$ cat config.mk
export PLATFORM = sky130hd
export DESIGN_NAME = gtuv_wedge
export DESIGN_NICKNAME = d
export VERILOG_FILES = /design/src/hw/rtl/gtuv_pkg.sv /design/src/hw/rtl/gtuv_wedge.sv
export SDC_FILE = /design/constraint.sdc
export NUM_CORES = 1
export LEC_CHECK = 0
export ABC_AREA = 1
export BUFFER_PORTS_ARGS = -buffer_cell sky130_fd_sc_hd__buf_2
export CAP_MARGIN = 20
export CORE_ASPECT_RATIO = 1.5
export CORE_MARGIN = 1.5
export CORE_UTILIZATION = 50
export DETAILED_ROUTE_END_ITERATION = 12
export PLACE_DENSITY = 0.79
export SLEW_MARGIN = 20
export SYNTH_ARGS = -nofsm -noshare
export SYNTH_HDL_FRONTEND = slang
export SYNTH_SLANG_ARGS = --single-unit
$ cat constraint.sdc
create_clock -name vclk -period 7.9
set_clock_uncertainty 0.2 [all_clocks]
set_input_delay 0 -clock vclk [all_inputs]
set_output_delay 0 -clock vclk [all_outputs]
set_load 0.01 [all_outputs]
$ cat src/hw/rtl/gtuv_pkg.sv
// ============================================================================
// gtuv_pkg
// Shared widths, types, register indexes and helpers of the grid triangle
// UV mapper.
// ============================================================================
package gtuv_pkg;

   localparam int COORD_BITS   = 24;
   localparam int DIFF_BITS    = COORD_BITS + 1;
   localparam int SQ_BITS      = 2 * COORD_BITS + 1;
   localparam int DIST_BITS    = SQ_BITS + 1;
   localparam int UV_FRAC_BITS = 16;
   localparam int UV_BITS      = UV_FRAC_BITS + 1;
   localparam int HALF_UV_BITS = UV_FRAC_BITS;
   localparam int QPL_BITS     = 11;
   localparam int ROW_BITS     = 11;
   localparam int HALF_BITS    = 12;
   localparam int PROD_BITS    = UV_BITS + QPL_BITS;
   localparam int CORNER_BITS  = UV_BITS + 2;
   localparam int INV_BITS     = 24;
   localparam int BS_PROD_BITS = UV_BITS + INV_BITS;
   localparam int CSR_IDX_BITS = 2;

   localparam logic [QPL_BITS-1:0] MAX_QUADS     = QPL_BITS'(1024);
   localparam logic [INV_BITS-1:0] INV_SQRT2_Q24 = INV_BITS'(11863283);

   typedef logic signed [COORD_BITS-1:0] coord_type;
   typedef coord_type [2:0]              vertex_type;
   typedef logic [UV_BITS-1:0]           uv_type;
   typedef logic [HALF_UV_BITS-1:0]      inset_type;
   typedef logic [1:0]                   edge_type;

   localparam uv_type UV_ONE  = uv_type'(1 << UV_FRAC_BITS);
   localparam uv_type UV_ZERO = '0;

   localparam edge_type EDGE_01 = 2'd0;
   localparam edge_type EDGE_12 = 2'd1;
   localparam edge_type EDGE_20 = 2'd2;

   localparam logic [CSR_IDX_BITS-1:0] CSR_QUADS_PER_LINE = 2'd0;
   localparam logic [CSR_IDX_BITS-1:0] CSR_CELL_SIZE_UV   = 2'd1;
   localparam logic [CSR_IDX_BITS-1:0] CSR_BORDER_UV      = 2'd2;

   localparam logic [QPL_BITS-1:0] QPL_RESET    = QPL_BITS'(1);
   localparam uv_type              CELL_RESET   = UV_ONE;
   localparam uv_type              BORDER_RESET = uv_type'(64);

   typedef struct packed {
      uv_type u;
      uv_type v;
   } wedge_type;

   typedef struct packed {
      uv_type left;
      uv_type right;
      uv_type bottom;
      uv_type top;
      logic   upper;
      logic   assigned;
   } place_type;

   // border over sqrt(2), rounded
   function automatic uv_type border_bs(input uv_type border);
      logic [BS_PROD_BITS-1:0] p;
      p = BS_PROD_BITS'(border) * BS_PROD_BITS'(INV_SQRT2_Q24)
          + BS_PROD_BITS'(1 << (INV_BITS - 1));
      return p[INV_BITS +: UV_BITS];
   endfunction

endpackage

$ cat src/hw/rtl/gtuv_wedge.sv
// ============================================================================
// gtuv_wedge
// Inset corners of the placed half, clamp, and rotate onto the wedges.
// ============================================================================
module gtuv_wedge (
   input  gtuv_pkg::place_type        place,
   input  gtuv_pkg::inset_type        hb,
   input  gtuv_pkg::uv_type           bs,
   input  gtuv_pkg::edge_type         longest,
   output gtuv_pkg::wedge_type [2:0]  wedge
);
   import gtuv_pkg::*;

   logic signed [CORNER_BITS-1:0] hb_s, bsu_s, bsl_s;
   logic signed [CORNER_BITS-1:0] blu, blv, tru, trv;
   wedge_type [2:0]               corner;

   function automatic logic signed [CORNER_BITS-1:0] ext_uv(input uv_type x);
      return $signed({2'b00, x});
   endfunction

   function automatic uv_type clamp_uv(input logic signed [CORNER_BITS-1:0] x);
      if (x < 0) begin
         return UV_ZERO;
      end
      if (x > ext_uv(UV_ONE)) begin
         return UV_ONE;
      end
      return x[UV_BITS-1:0];
   endfunction

   always_comb begin
      hb_s  = $signed({3'b000, hb});
      bsu_s = place.upper ? $signed({2'b00, bs}) : '0;
      bsl_s = place.upper ? '0 : $signed({2'b00, bs});

      blu = ext_uv(place.left) + hb_s + bsl_s;
      blv = ext_uv(place.bottom) + hb_s + bsu_s;
      tru = ext_uv(place.right) - hb_s - bsu_s;
      trv = ext_uv(place.top) - hb_s - bsl_s;

      if (place.upper) begin
         corner[0].u = clamp_uv(blu);
         corner[0].v = clamp_uv(blv);
         corner[1].u = clamp_uv(tru);
         corner[1].v = clamp_uv(trv);
         corner[2].u = clamp_uv(blu);
         corner[2].v = clamp_uv(trv);
      end else begin
         corner[0].u = clamp_uv(tru);
         corner[0].v = clamp_uv(trv);
         corner[1].u = clamp_uv(blu);
         corner[1].v = clamp_uv(blv);
         corner[2].u = clamp_uv(tru);
         corner[2].v = clamp_uv(blv);
      end

      // start the corner list at the longest edge
      case (longest)
         EDGE_01: begin
            wedge[0] = corner[0];
            wedge[1] = corner[1];
            wedge[2] = corner[2];
         end
         EDGE_12: begin
            wedge[1] = corner[0];
            wedge[2] = corner[1];
            wedge[0] = corner[2];
         end
         EDGE_20: begin
            wedge[2] = corner[0];
            wedge[0] = corner[1];
            wedge[1] = corner[2];
         end
         default: begin
            wedge[0] = corner[0];
            wedge[1] = corner[1];
            wedge[2] = corner[2];
         end
      endcase

      if (!place.assigned) begin
         wedge = '0;
      end
   end

endmodule
After elaboration in Yosys (flattened, before gate mapping)
Index checks and enable logic that the tools add are counted.
{ "totals": {"in_bits": 105, "wordCells": 79, "out_inout_bits": 102, "register_bits": 0} }
{ "op_classes": {"n_mux": 61, "eq_ne": 2, "magnitude_cmp": 8, "add_sub_neg": 8} }
{ "op_table": {"columns": ["operator", "n"], "rows": [
  ["$mux W17", 26],
  ["$mux W102", 2],
  ["$pmux W102 S2", 1],
  ["$gt A19 B18 Y1 const B", 4],
  ["$lt A19 B1 Y1 const B", 4],
  ["$add A18 B17 Y19", 2],
  ["$sub A18 B18 Y19", 2],
  ["$add A17 B16 Y18", 2],
  ["$sub A17 B16 Y18", 2],
  ["$mux W1", 32],
  ["$eq A2 B1 Y1 const B", 1],
  ["$eq A2 B2 Y1 const B", 1]
]} }

Longest topological paths before layout
{ "logic_depth": {"depth_word": 12, "ltp_mapped": 33, "depth_no_buf": 32} }

Least setup slack after synthesis
Ideal clock, no wire load.
{ "synth_path": {"path_type": "input-to-output", "start": "input port place[1] in the netlist's numbering", "end": "output port wedge[53] in the netlist's numbering", "arrival_time_ns": 3.850, "stages": 21, "slack_ns": 3.850, "t_required_ns": 7.700, "path_cell_list": "clkbuf_1 -> clkbuf_1 -> buf_1 -> buf_1 -> nor2_1 -> fa_1 -> ha_1 -> fa_1 -> or2_2 -> nor3_1 -> nand2_1 -> nor2_1 -> nand2_1 -> nor2_1 -> nand3_1 -> nand2_2 -> buf_8 -> nand4_2 -> nand2_1 -> o21ai_0 -> a21oi_1"} }
{ "synth_lines": {"columns": ["element", "line_no", "rtl"], "rows": [
  ["start, declared", "gtuv_wedge.sv:6", "input gtuv_pkg::place_type place,"],
  ["end, declared", "gtuv_wedge.sv:10", "output gtuv_pkg::wedge_type [2:0] wedge"]
]} }

==> impl_summary.log <==
INFO  metric post-route-min-period = between 5 and 6 ns
INFO  metric num_io_pins = around 210
INFO  metric maximum_number_of_pins_on_one_net_before_global_route_repair = 106
INFO  metric avgViaCountPerCell = between 5 and 6
INFO  metric routed_antenna_nets = 0
INFO  metric post_drt_wl_per_cell = 15.39 um
INFO  metric seq_cells = 0
INFO  metric route.vias.total = about 15,000
INFO  metric gp_congestion = 1.057
INFO  metric tns = 0 ns
INFO  metric timing.critical_path.max_delay_family = simple AND/OR/NAND/NOR gates
INFO  metric post_cts_resize_count = 0
INFO  metric unrepaired_setup_endpoints_after_global_routing = false
INFO  metric drv_cap = 0
INFO  metric grtUsageTotal = a little under a third
INFO  metric timing_hold_violations_final = 0
INFO  metric post_synth_num_cell_types = 44
INFO  metric synth-warning-count = 0
INFO  metric num-fill-cells = around 2,400
INFO  metric crit_arrival = slightly above 5 ns
INFO  metric start_util = between 50% and 60%
INFO  metric firstDrtPassIters = 6
INFO  metric post-route-period-util = 66.39%
INFO  metric dieWidth = 127.6 um
INFO  metric layout-area-overhead-vs-synth = 8.185%
INFO  metric cp_max_fo = 32
INFO  metric layout.area.seq = 0 um^2
INFO  metric crit_path_frequent_cell = sky130_fd_sc_hd__nand2_1
INFO  metric wirelength = approximately 40,000 um
INFO  metric status = completed
INFO  metric postCtsHoldBufs = 0
INFO  metric number_of_violations_reported_at_the_end_of_detailed_routing_iteration_0 = 1,424
INFO  metric cp.required = slightly below 8 ns
INFO  metric synthXorXnorAreaFrac = approximately 3.5%
INFO  metric critical_path.n_buffers_inverters = 3
INFO  metric clock.fmax = 190.7 MHz
INFO  metric synth_simple_gate_area_share = about 53%
INFO  metric post_cts_buffers = 0
INFO  metric static-leakage-power = 7.985 nW
INFO  metric grt_antenna_before_repair = 0
INFO  metric fraction_of_final_layout_cells_sized_beyond_drive_strength_1 = roughly 14%
INFO  metric synthesis.instances = between 2,000 and 2,500
INFO  metric final.hold.worst_slack = ~0.51 ns
INFO  metric num_rows = 68
INFO  metric synth-compound-area-share = 9.689%
INFO  metric endpoint_kind = output pin
INFO  metric setup_viol = 0
INFO  metric core_area = between 20,000 and 25,000 um^2
INFO  metric slowest_stage = sky130_fd_sc_hd__nand2_2
INFO  metric synth_adder_area_share = between 10% and 20%
INFO  metric io_buffer_count = between 200 and 250
INFO  metric mean_instance_size_in_the_synthesized_netlist = ~5.3 um^2
INFO  metric dp.final_hpwl = about 33,000 um
INFO  metric max_slew_margin = about 29%
INFO  metric yosys-mux-area-fraction = 0%
INFO  metric setup.worst_path.class = in2out
INFO  metric cpPeakStageDelay = approximately 0.57 ns
INFO  metric grt_first_pass_wirelength = around 63,000 um
INFO  metric floorplan_die_area = approximately 24,000 um^2
INFO  metric worst_voltage_drop_across_the_vdd_grid = slightly below 80 uV
INFO  metric count_of_clock_net_buffers_in_the_final_layout = 0
INFO  metric overflow = 0
INFO  metric cp-start-kind = primary input
INFO  metric synth_nets = around 2,500
INFO  metric synth_sequential_area_ratio = 0%
INFO  metric count_of_unresolved_drc_violations_after_routing = 0
INFO  metric timing_worst_slew_pin_value = 1.068 ns
INFO  metric power_density = about 160 nW/um^2
INFO  metric post_synth_instance_area = around 12,000 um^2
INFO  metric n_antenna_cell = 0
INFO  metric die_y = approximately 190 um
INFO  metric maxSlewViolCount = 0
INFO  metric grt_pass1_vias = 13,010
INFO  metric min_path_type = in2out
INFO  metric final_net_count = roughly 2,600
INFO  metric largest_family_of_logic_cells_by_synthesized_area = simple AND/OR/NAND/NOR gates
metal layers:
| layer | global-route usage (%) | part of all wire [%] |
|---|---|---|
| met2 | 53.74 | 45 |
| met1 | 40.35 | 41 |
| met3 | 3.543 | 7.8 |
| met4 | 15.69 | 5.8 |
| met5 | 0 | 0 |
area by class of cell:
| type | count | area (um^2) | share of cell area, % |
|---|---|---|---|
| repair buffers | 215 | 1099 | 8.717 |
| well taps | 280 | 350.3 | 2.780 |
| inverters | 383 | 1439 | 11.42 |
| multi-input cells | 1731 | 9714 | 77.08 |
cells by family after synthesis:
logic type / after synthesis
AO/OA/AOI/OAI: 207
XOR/XNOR: 46
adder cells (fa/ha/maj): 140
buffers and inverters: 480
AND/OR/NAND/NOR: 1338
per-stage QoR:
stage,instance area [um^2],std cells,setup slack (ns),total power [mW],util (%)
global route,12600,2609,2.309,2.262,54.86
detailed placement,12600,2609,2.806,1.979,54.86
floorplan,11650,2211,3.850,1.548,-
CTS,12600,2609,2.779,1.988,54.86
global placement,12600,2609,2.849,1.952,54.86
finish,12600,2609,2.655,2.029,54.86
layout by cell type, fill, tap and decap left out, types with 38 or more instances in the layout:
master                      n
sky130_fd_sc_hd__ha_1     100
sky130_fd_sc_hd__buf_2    206
sky130_fd_sc_hd__a21oi_1  103
sky130_fd_sc_hd__o21ai_0   67
sky130_fd_sc_hd__nor2_1    95
sky130_fd_sc_hd__nand3_1  235
sky130_fd_sc_hd__nand4_1  102
sky130_fd_sc_hd__nand2_1  770
sky130_fd_sc_hd__fa_1      38
sky130_fd_sc_hd__inv_1    380
synthesized netlist by cell type (6+ instances only):
library cell / instances / share of area (%)
sky130_fd_sc_hd__nand3b_1: 11 / 0.71
sky130_fd_sc_hd__a21oi_2: 7 / 0.53
sky130_fd_sc_hd__a21oi_1: 103 / 4.4
sky130_fd_sc_hd__xnor2_1: 13 / 0.98
sky130_fd_sc_hd__fa_1: 38 / 6.5
sky130_fd_sc_hd__buf_2: 23 / 0.99
sky130_fd_sc_hd__nand3_2: 35 / 3.0
sky130_fd_sc_hd__nand2_2: 35 / 1.9
sky130_fd_sc_hd__nand4_1: 102 / 5.5
sky130_fd_sc_hd__o21ai_0: 67 / 2.9
sky130_fd_sc_hd__buf_6: 7 / 0.68
sky130_fd_sc_hd__clkbuf_1: 41 / 1.3
sky130_fd_sc_hd__o21bai_1: 6 / 0.39
sky130_fd_sc_hd__nor2_2: 15 / 0.81
sky130_fd_sc_hd__nor2_1: 95 / 3.1
sky130_fd_sc_hd__nand3_1: 235 / 10
sky130_fd_sc_hd__nand4_2: 14 / 1.5
sky130_fd_sc_hd__buf_4: 9 / 0.58
sky130_fd_sc_hd__xor2_1: 33 / 2.5
sky130_fd_sc_hd__buf_1: 15 / 0.48
sky130_fd_sc_hd__inv_1: 381 / 12
sky130_fd_sc_hd__nand2_1: 770 / 25
sky130_fd_sc_hd__ha_1: 102 / 11
sky130_fd_sc_hd__nor3_1: 15 / 0.64
report_power, final:
part           switching, mW  internal [mW]  total [mW]
combinational           1.40          0.634        2.03
sequential                 0              0           0
clock                      0              0           0
total                   1.40          0.634        2.03
worst paths after layout:
path | from | end | slack (ns) | depth (start not counted)
max | hb[0] | wedge[12] | 2.66 | 28
min | place[1] | wedge[83] | 0.51 | 7
No activity file was read; power rests on OpenSTA's default activity.
