==> src/hw/rtl/gtuv_pkg.sv <==
// ============================================================================
// gtuv_pkg
// Shared widths, types, register indexes and helpers of the grid triangle
// UV mapper.
// ============================================================================
package gtuv_pkg;

   localparam int COORD_BITS   = 24;
   localparam int DIFF_BITS    = COORD_BITS + 1;
   localparam int SQ_BITS      = 2 * COORD_BITS + 1;
   localparam int DIST_BITS    = SQ_BITS + 1;
   localparam int UV_FRAC_BITS = 16;
   localparam int UV_BITS      = UV_FRAC_BITS + 1;
   localparam int HALF_UV_BITS = UV_FRAC_BITS;
   localparam int QPL_BITS     = 11;
   localparam int ROW_BITS     = 11;
   localparam int HALF_BITS    = 12;
   localparam int PROD_BITS    = UV_BITS + QPL_BITS;
   localparam int CORNER_BITS  = UV_BITS + 2;
   localparam int INV_BITS     = 24;
   localparam int BS_PROD_BITS = UV_BITS + INV_BITS;
   localparam int CSR_IDX_BITS = 2;

   localparam logic [QPL_BITS-1:0] MAX_QUADS     = QPL_BITS'(1024);
   localparam logic [INV_BITS-1:0] INV_SQRT2_Q24 = INV_BITS'(11863283);

   typedef logic signed [COORD_BITS-1:0] coord_type;
   typedef coord_type [2:0]              vertex_type;
   typedef logic [UV_BITS-1:0]           uv_type;
   typedef logic [HALF_UV_BITS-1:0]      inset_type;
   typedef logic [1:0]                   edge_type;

   localparam uv_type UV_ONE  = uv_type'(1 << UV_FRAC_BITS);
   localparam uv_type UV_ZERO = '0;

   localparam edge_type EDGE_01 = 2'd0;
   localparam edge_type EDGE_12 = 2'd1;
   localparam edge_type EDGE_20 = 2'd2;

   localparam logic [CSR_IDX_BITS-1:0] CSR_QUADS_PER_LINE = 2'd0;
   localparam logic [CSR_IDX_BITS-1:0] CSR_CELL_SIZE_UV   = 2'd1;
   localparam logic [CSR_IDX_BITS-1:0] CSR_BORDER_UV      = 2'd2;

   localparam logic [QPL_BITS-1:0] QPL_RESET    = QPL_BITS'(1);
   localparam uv_type              CELL_RESET   = UV_ONE;
   localparam uv_type              BORDER_RESET = uv_type'(64);

   typedef struct packed {
      uv_type u;
      uv_type v;
   } wedge_type;

   typedef struct packed {
      uv_type left;
      uv_type right;
      uv_type bottom;
      uv_type top;
      logic   upper;
      logic   assigned;
   } place_type;

   // border over sqrt(2), rounded
   function automatic uv_type border_bs(input uv_type border);
      logic [BS_PROD_BITS-1:0] p;
      p = BS_PROD_BITS'(border) * BS_PROD_BITS'(INV_SQRT2_Q24)
          + BS_PROD_BITS'(1 << (INV_BITS - 1));
      return p[INV_BITS +: UV_BITS];
   endfunction

endpackage

==> src/hw/rtl/gtuv_place.sv <==
// ============================================================================
// gtuv_place
// Grid walk state: picks the quad half of each face and registers its cell.
// ============================================================================
module gtuv_place (
   input  logic                            clock,
   input  logic                            reset,
   input  logic                            load,
   input  logic                            item_valid,
   input  logic                            deleted,
   input  logic                            restart,
   input  logic [gtuv_pkg::QPL_BITS-1:0]   quads_per_line,
   input  gtuv_pkg::uv_type                cell_size,
   output gtuv_pkg::place_type             place
);
   import gtuv_pkg::*;

   logic [ROW_BITS-1:0]  row_ff, row_in, cur_row, row_n;
   logic [HALF_BITS-1:0] half_ff, half_in, cur_half;
   logic [HALF_BITS:0]   half_inc;
   logic [QPL_BITS-1:0]  half_q;
   logic                 upper_ff, upper_in, cur_upper;
   uv_type               left_ff, left_in, cur_left;
   uv_type               right_ff, right_in, cur_right;
   uv_type               bottom_ff, bottom_in, cur_bottom;
   uv_type               top_ff, top_in, cur_top;
   logic [QPL_BITS-1:0]  q;
   logic                 full, place_ok, new_row, wrap;
   logic [PROD_BITS-1:0] prod_v, prod_u;
   uv_type               right_a, left_new, right_new, bottom_new, top_new;
   place_type            place_ff, place_in;

   function automatic uv_type sat_uv(input logic [PROD_BITS-1:0] p);
      if (p > PROD_BITS'(UV_ONE)) begin
         return UV_ONE;
      end
      return p[UV_BITS-1:0];
   endfunction

   always_comb begin
      if (restart) begin
         cur_row    = '0;
         cur_half   = '0;
         cur_upper  = 1'b1;
         cur_left   = UV_ZERO;
         cur_right  = UV_ZERO;
         cur_bottom = UV_ONE;
         cur_top    = UV_ONE;
      end else begin
         cur_row    = row_ff;
         cur_half   = half_ff;
         cur_upper  = upper_ff;
         cur_left   = left_ff;
         cur_right  = right_ff;
         cur_bottom = bottom_ff;
         cur_top    = top_ff;
      end

      q        = (quads_per_line > MAX_QUADS) ? MAX_QUADS : quads_per_line;
      full     = cur_row >= q;
      place_ok = !deleted && !full;
      new_row  = cur_half == '0;

      row_n  = cur_row + ROW_BITS'(1);
      half_q = QPL_BITS'(cur_half[HALF_BITS-1:1]) + QPL_BITS'(1);
      prod_v = PROD_BITS'(cell_size) * PROD_BITS'(row_n);
      prod_u = PROD_BITS'(cell_size) * PROD_BITS'(half_q);

      top_new    = new_row ? cur_bottom : cur_top;
      right_a    = new_row ? UV_ZERO : cur_right;
      bottom_new = new_row ? (UV_ONE - sat_uv(prod_v)) : cur_bottom;
      left_new   = cur_upper ? right_a : cur_left;
      right_new  = cur_upper ? sat_uv(prod_u) : right_a;

      half_inc = {1'b0, cur_half} + (HALF_BITS+1)'(1);
      wrap     = half_inc >= (HALF_BITS+1)'({q, 1'b0});

      if (place_ok) begin
         left_in   = left_new;
         right_in  = right_new;
         bottom_in = bottom_new;
         top_in    = top_new;
         upper_in  = !cur_upper;
         half_in   = wrap ? '0 : half_inc[HALF_BITS-1:0];
         row_in    = wrap ? row_n : cur_row;
      end else begin
         left_in   = cur_left;
         right_in  = cur_right;
         bottom_in = cur_bottom;
         top_in    = cur_top;
         upper_in  = cur_upper;
         half_in   = cur_half;
         row_in    = cur_row;
      end

      place_in.left     = left_new;
      place_in.right    = right_new;
      place_in.bottom   = bottom_new;
      place_in.top      = top_new;
      place_in.upper    = cur_upper;
      place_in.assigned = place_ok;
   end

   always_ff @(posedge clock) begin
      if (reset) begin
         row_ff    <= '0;
         half_ff   <= '0;
         upper_ff  <= 1'b1;
         left_ff   <= UV_ZERO;
         right_ff  <= UV_ZERO;
         bottom_ff <= UV_ONE;
         top_ff    <= UV_ONE;
      end else if (load && item_valid) begin
         row_ff    <= row_in;
         half_ff   <= half_in;
         upper_ff  <= upper_in;
         left_ff   <= left_in;
         right_ff  <= right_in;
         bottom_ff <= bottom_in;
         top_ff    <= top_in;
      end
   end

   always_ff @(posedge clock) begin
      if (load) begin
         place_ff <= place_in;
      end
   end

   assign place = place_ff;

endmodule

==> config.mk <==
export PLATFORM = sky130hd
export DESIGN_NAME = gtuv_place
export DESIGN_NICKNAME = d
export VERILOG_FILES = /design/src/hw/rtl/gtuv_pkg.sv /design/src/hw/rtl/gtuv_place.sv
export SDC_FILE = /design/constraint.sdc
export NUM_CORES = 1
export LEC_CHECK = 0
export BUFFER_PORTS_ARGS = -buffer_cell sky130_fd_sc_hd__buf_2
export CAP_MARGIN = 20
export CORE_ASPECT_RATIO = 0.6
export CORE_MARGIN = 2
export CORE_UTILIZATION = 45
export CTS_CLUSTER_SIZE = 24
export DETAILED_ROUTE_END_ITERATION = 7
export PLACE_DENSITY = 0.6
export SYNTH_ARGS = -nofsm -noshare
export SYNTH_HDL_FRONTEND = slang
export SYNTH_SLANG_ARGS = --single-unit
==> constraint.sdc <==
create_clock -name clock -period 14 [get_ports clock]
set_input_delay 1.4 -clock clock [delete_from_list [all_inputs] [get_ports clock]]
set_output_delay 1.4 -clock clock [all_outputs]
set_load 0.01 [all_outputs]
# Word-level counts from Yosys, hierarchy flattened
# Cells that the tools add are included.
dict set report word_totals {
  out_inout_bits 70
  ff_bits 162
}
dict set report op_classes {
  mul 2
  magnitude_cmp 5
  n_reduce_logical 6
  muxes 28
  addsub 4
}
# operator n
set op_table {}
lappend op_table {{$mux W17} 17}
lappend op_table {{$gt A28 B17 Y1 const B} 2}
lappend op_table {{$mul A17 B11 Y28} 2}
lappend op_table {{$mux W11} 4}
lappend op_table {{$mux W12} 3}
lappend op_table {{$add A11 B1 Y11 const B} 2}
lappend op_table {{$sub A17 B17 Y17 const A} 1}
lappend op_table {{$add A12 B1 Y13 const B} 1}
lappend op_table {{$ge A13 B12 Y1} 1}
lappend op_table {{$logic_not A12 Y1} 1}
lappend op_table {{$ge A11 B11 Y1} 1}
lappend op_table {{$gt A11 B11 Y1 const B} 1}
lappend op_table {{$mux W1} 4}
lappend op_table {{$logic_not A1 Y1} 3}
lappend op_table {{$logic_and A1 B1 Y1} 2}

# Depth between registers and ports, before layout
dict set report logic_depth {
  depth_word 9
  mapped_depth 43
  depth_no_buf 34
}

# Worst setup path before layout
# No wires, ideal clock.
dict set report synth_timing {
  path_kind {input to register}
  start {in restart}
  end {reg place_ff (netlist bit place[25]), data pin}
  setup_slack_ns 3.588
  cell_stages 39
  arrival_ns 10.243
  required_ns 13.831
  path_buffers 11
  cell_sequence {clkbuf_1 > clkbuf_1 > clkbuf_1 > clkbuf_1 > nor2b_1 > ha_1 > nand3_1 > nor2_1 > and3_1 > xor2_1 > clkbuf_1 > nand2_1 > fa_1 > fa_1 > inv_1 > fa_1 > fa_1 > inv_1 > [... 3 more ...] > buf_6 > a21oi_2 > nor2_1 > or3_1 > or3_1 > a41o_1 > a2111oi_2 > and4_1 > buf_4 > and2_4 > buf_6 > buf_12 > nand3_1 > ha_1 > clkbuf_1 > clkbuf_1 > mux2_4 > o31ai_1}
}
dict set report synth_via {
  elab_chain_len 8
}
# item line
set synth_rtl {}
lappend synth_rtl {{start: declaration} gtuv_place.sv:11} ;# input logic restart,
lappend synth_rtl {{$mux W11} gtuv_place.sv:41} ;# if (restart) begin
lappend synth_rtl {{$add A11 B1 Y11} gtuv_place.sv:64} ;# row_n = cur_row + ROW_BITS'(1);
lappend synth_rtl {{$mul A17 B11 Y28} gtuv_place.sv:66} ;# prod_v = PROD_BITS'(cell_size) * PROD_BITS'(row_n);
lappend synth_rtl {{$gt A28 B17 Y1} gtuv_place.sv:34} ;# if (p > PROD_BITS'(UV_ONE)) begin
lappend synth_rtl {{$mux W1} gtuv_place.sv:34}
lappend synth_rtl {{$mux W17} gtuv_place.sv:37} ;# return p[UV_BITS-1:0];
lappend synth_rtl {{$sub A17 B17 Y17} gtuv_place.sv:71} ;# bottom_new = new_row ? (UV_ONE - sat_uv(prod_v)) : cur_bottom;
lappend synth_rtl {{$mux W17 *} gtuv_place.sv:71}
lappend synth_rtl {{net bottom_new[6]} gtuv_place.sv:30} ;# uv_type right_a, left_new, right_new, bottom_new, top_new;
lappend synth_rtl {{end signal: assignment} gtuv_place.sv:126} ;# place_ff <= place_in;
lappend synth_rtl {{end: declaration} gtuv_place.sv:31} ;# place_type place_ff, place_in;
# The timed path passes the listed nets; every way through them passes the cells marked *.
# A chain may end at the register's enable or synchronous reset.

# Final worst setup path
# Ends and elaborated chain as after synthesis.

==> flow_metrics.py <==
metrics = {
    "placement": {
        "dp_cells": 2945,
        "io_buffer_count": 103,
        "place.gp.congestion": 0.883,
        "hpwl_um": 42000,
        "preCtsSetupSlack_ns": 2.67,
    },
    "sta": {
        "max_slew_margin": 0.272,
        "hold_viol": 0,
        "finClkSkew_ns": 0.00928,
        "setup_tns_ns": 0,
        "grt_setup_unrepaired": "false",
        "worst_pin_slew_ns": 1.09,
        "setup_violations": 0,
        "finalCritPeriodShare": 0.763,
        "worst_slack_ns": 3.32,
        "fin_crit_ns": 10.68,
        "slew_violations": 0,
        "fmax_mhz": 93.6,
    },
    "critical_path": {
        "cp-end-kind": "register",
        "path_class": "input pin to register",
        "crit_arrival_ns": 10.94,
        "required_ns": 14.26,
        "cp_max_fo": 64,
        "cp-start-kind": "input pin",
    },
    "hold_path": {
        "hp-class": "register to register",
    },
    "logic_synthesis": {
        "yosysSeqAreaShare": 0.192,
        "synth_top_family_by_area": "adder cells",
        "synth_fa_ha_area_frac": 0.358,
        "synth-main-ff-cell": "dfxtp_1",
        "yosys_warnings": 0,
        "synth_compound_area_frac": 0.129,
        "synth-simple-area-share": 0.200,
        "synth_edf_count": 70,
        "syn_nets": 2827,
        "synthMuxAreaShare": 0.00499,
        "synth.ff_latch_count": 162,
        "synth_area_um2": 20500,
        "synth-xor-area-share": 0.0286,
        "async_reset_ff_frac": 0,
        "postSynthCellCount": 2366,
        "avgSynthCellArea_um2": 8.68,
        "synth_cell_types": 87,
    },
    "route": {
        "drt_first_pass_iters": 5,
        "wl_per_cell_um": 18.4,
        "vias": 16400,
        "first_iter_violations": 1226,
        "routed_wl_um": 55000,
        "antenna_left": 0,
        "drc_errors": 0,
        "avgViaCountPerCell": 5.50,
    },
    "clock_network": {
        "clock_latency_ns": 0.45,
        "clk_pin_slew_ns": 0.07,
        "numClockSinks": 162,
        "tritoncts": "built",
        "clk_path_buf_depth": 2,
        "cts.repair.resized": 0,
        "clockRootBuffer": "clkbuf_16",
        "htreeDepth": 4,
        "cts_hold_buf": 0,
        "numCtsBuffers": 17,
        "post_cts_buffers": 0,
    },
    "die": {
        "die-area_um2": 47400,
        "coreArea_um2": 44900,
        "die_w_um": 280,
        "initial_core_util": 0.458,
        "core.rowCount": 60,
        "die_h_um": 169,
        "ios": 104,
    },
    "cells_and_area": {
        "fin_nets": 2842,
        "nFillCells": 4278,
        "final_util": 0.492,
        "area_delta_synth_final_pct": 7.57,
        "drive_gt1_frac": 0.0865,
        "fin_cells": 2984,
        "final_common_cell": "nand2_1",
        "mostFrequentLayoutCells": "nand2_1 (363), inv_1 (328), fa_1 (268)",
    },
    "status": {
        "status": "finished clean",
    },
    "pwr": {
        "p_leak_nw": 9.93,
        "power_density_nw_per_um2": 51.8,
        "ir_drop_v": 0.0000809,
    },
    "global_routing": {
        "grt_max_degree": 65,
        "grt_pass1_wl_um": 90300,
        "grt_pass1_vias": 16700,
        "gr-total-overflow": 0,
        "grtUsageTotal": 0.239,
        "antenna_found_initial": 1,
    },
    "job": {
        "max_cap_viol_count": 0,
    },
}
metal layers:
metal,vias up,share of wire,GRT usage
met4,0,0.013,0.0477
li1,7742,-,-
met2,471,0.42,0.355
met1,8150,0.51,0.368
met5,-,0,0
met3,51,0.059,0.0373
synth_stat cells (65+ instances only):
| master | number | share of area |
|---|---|---|
| nand2_1 | 363 | 0.066 |
| inv_1 | 328 | 0.060 |
| fa_1 | 268 | 0.26 |
| and2_1 | 162 | 0.049 |
| ha_1 | 159 | 0.097 |
| clkbuf_1 | 115 | 0.021 |
| nor2_1 | 112 | 0.020 |
| dfxtp_1 | 92 | 0.090 |
| a21oi_1 | 84 | 0.020 |
| edfxtp_1 | 70 | 0.10 |
| nand3_1 | 65 | 0.016 |
| o21ai_0 | 65 | 0.016 |
critical path, cell delays in order:
cell       delay [ns]
buf_2            0.34
buf_4            0.65
nor2b_1          0.26
and3_1           0.28
xor2_2           0.79
nand2_1          0.18
fa_1             0.54
inv_1            0.06
fa_1             0.50
fa_1             0.54
fa_1             0.57
inv_1            0.06
fa_1             0.53
inv_1            0.05
ha_1             0.46
nand4_1          0.16
a2111oi_0        0.64
nand2_1          0.12
a31oi_1          0.23
xor2_1           0.09
nor4_1           0.37
and4_1           0.48
and2_4           0.36
nand3_1          0.12
ha_1             0.41
and2_1           0.23
a31o_2           0.22
o31ai_1          0.25
cell type report:
class / instances / area [µm²] / area share
diodes: 1 / 2.50 / 0.000113
clock buffers: 17 / 425 / 0.0193
clock inverters: 15 / 164 / 0.00742
inverters: 329 / 1230 / 0.0559
multi-input cells: 1737 / 14800 / 0.671
flip-flops and latches: 162 / 3940 / 0.178
well taps: 589 / 737 / 0.0334
repair buffers: 134 / 771 / 0.0349
path summary, 6_finish.rpt:
kind | start | end | slack [ns] | cells past startpoint
max | restart | place[25] | 3.32 | 28
min reg2reg | bottom_ff[8] | bottom_ff[8] | 0.47 | 2
min | bottom_ff[8] | bottom_ff[8] | 0.47 | 2
max reg2reg | row_ff[0] | place[25] | 4.53 | 28
registers in the layout (all words and copies together), names as in the netlist:
register   flops
half_ff       12
left_ff       17
bottom_ff     17
row_ff        11
upper_ff       1
right_ff      17
top_ff        17
place         70
through the flow:
stage                     cell area, µm²  total power, mW  hold WS, ns
after floorplan                    20500            0.623        0.436
after global placement             21400            0.680        0.449
after detailed placement           21400            0.681        0.462
after CTS                          22000             1.15        0.474
after global routing               22100             1.18        0.486
final                              22100             1.14        0.472
logic make-up after synthesis:
group	after synthesis
DFF	162
xor gates and xnor gates	67
muxes	9
AOI/OAI and AO/OA	385
buffers and inverters	467
adders and majority gates	427
and+or+nand+nor	849
where the power goes:
part           switching, mW  internal, mW  total, mW
registers            0.00635         0.508      0.514
logic                  0.111        0.0479      0.159
clock network          0.232         0.239      0.471
total                  0.349         0.795       1.14
Power figures use the tool's default switching activity.
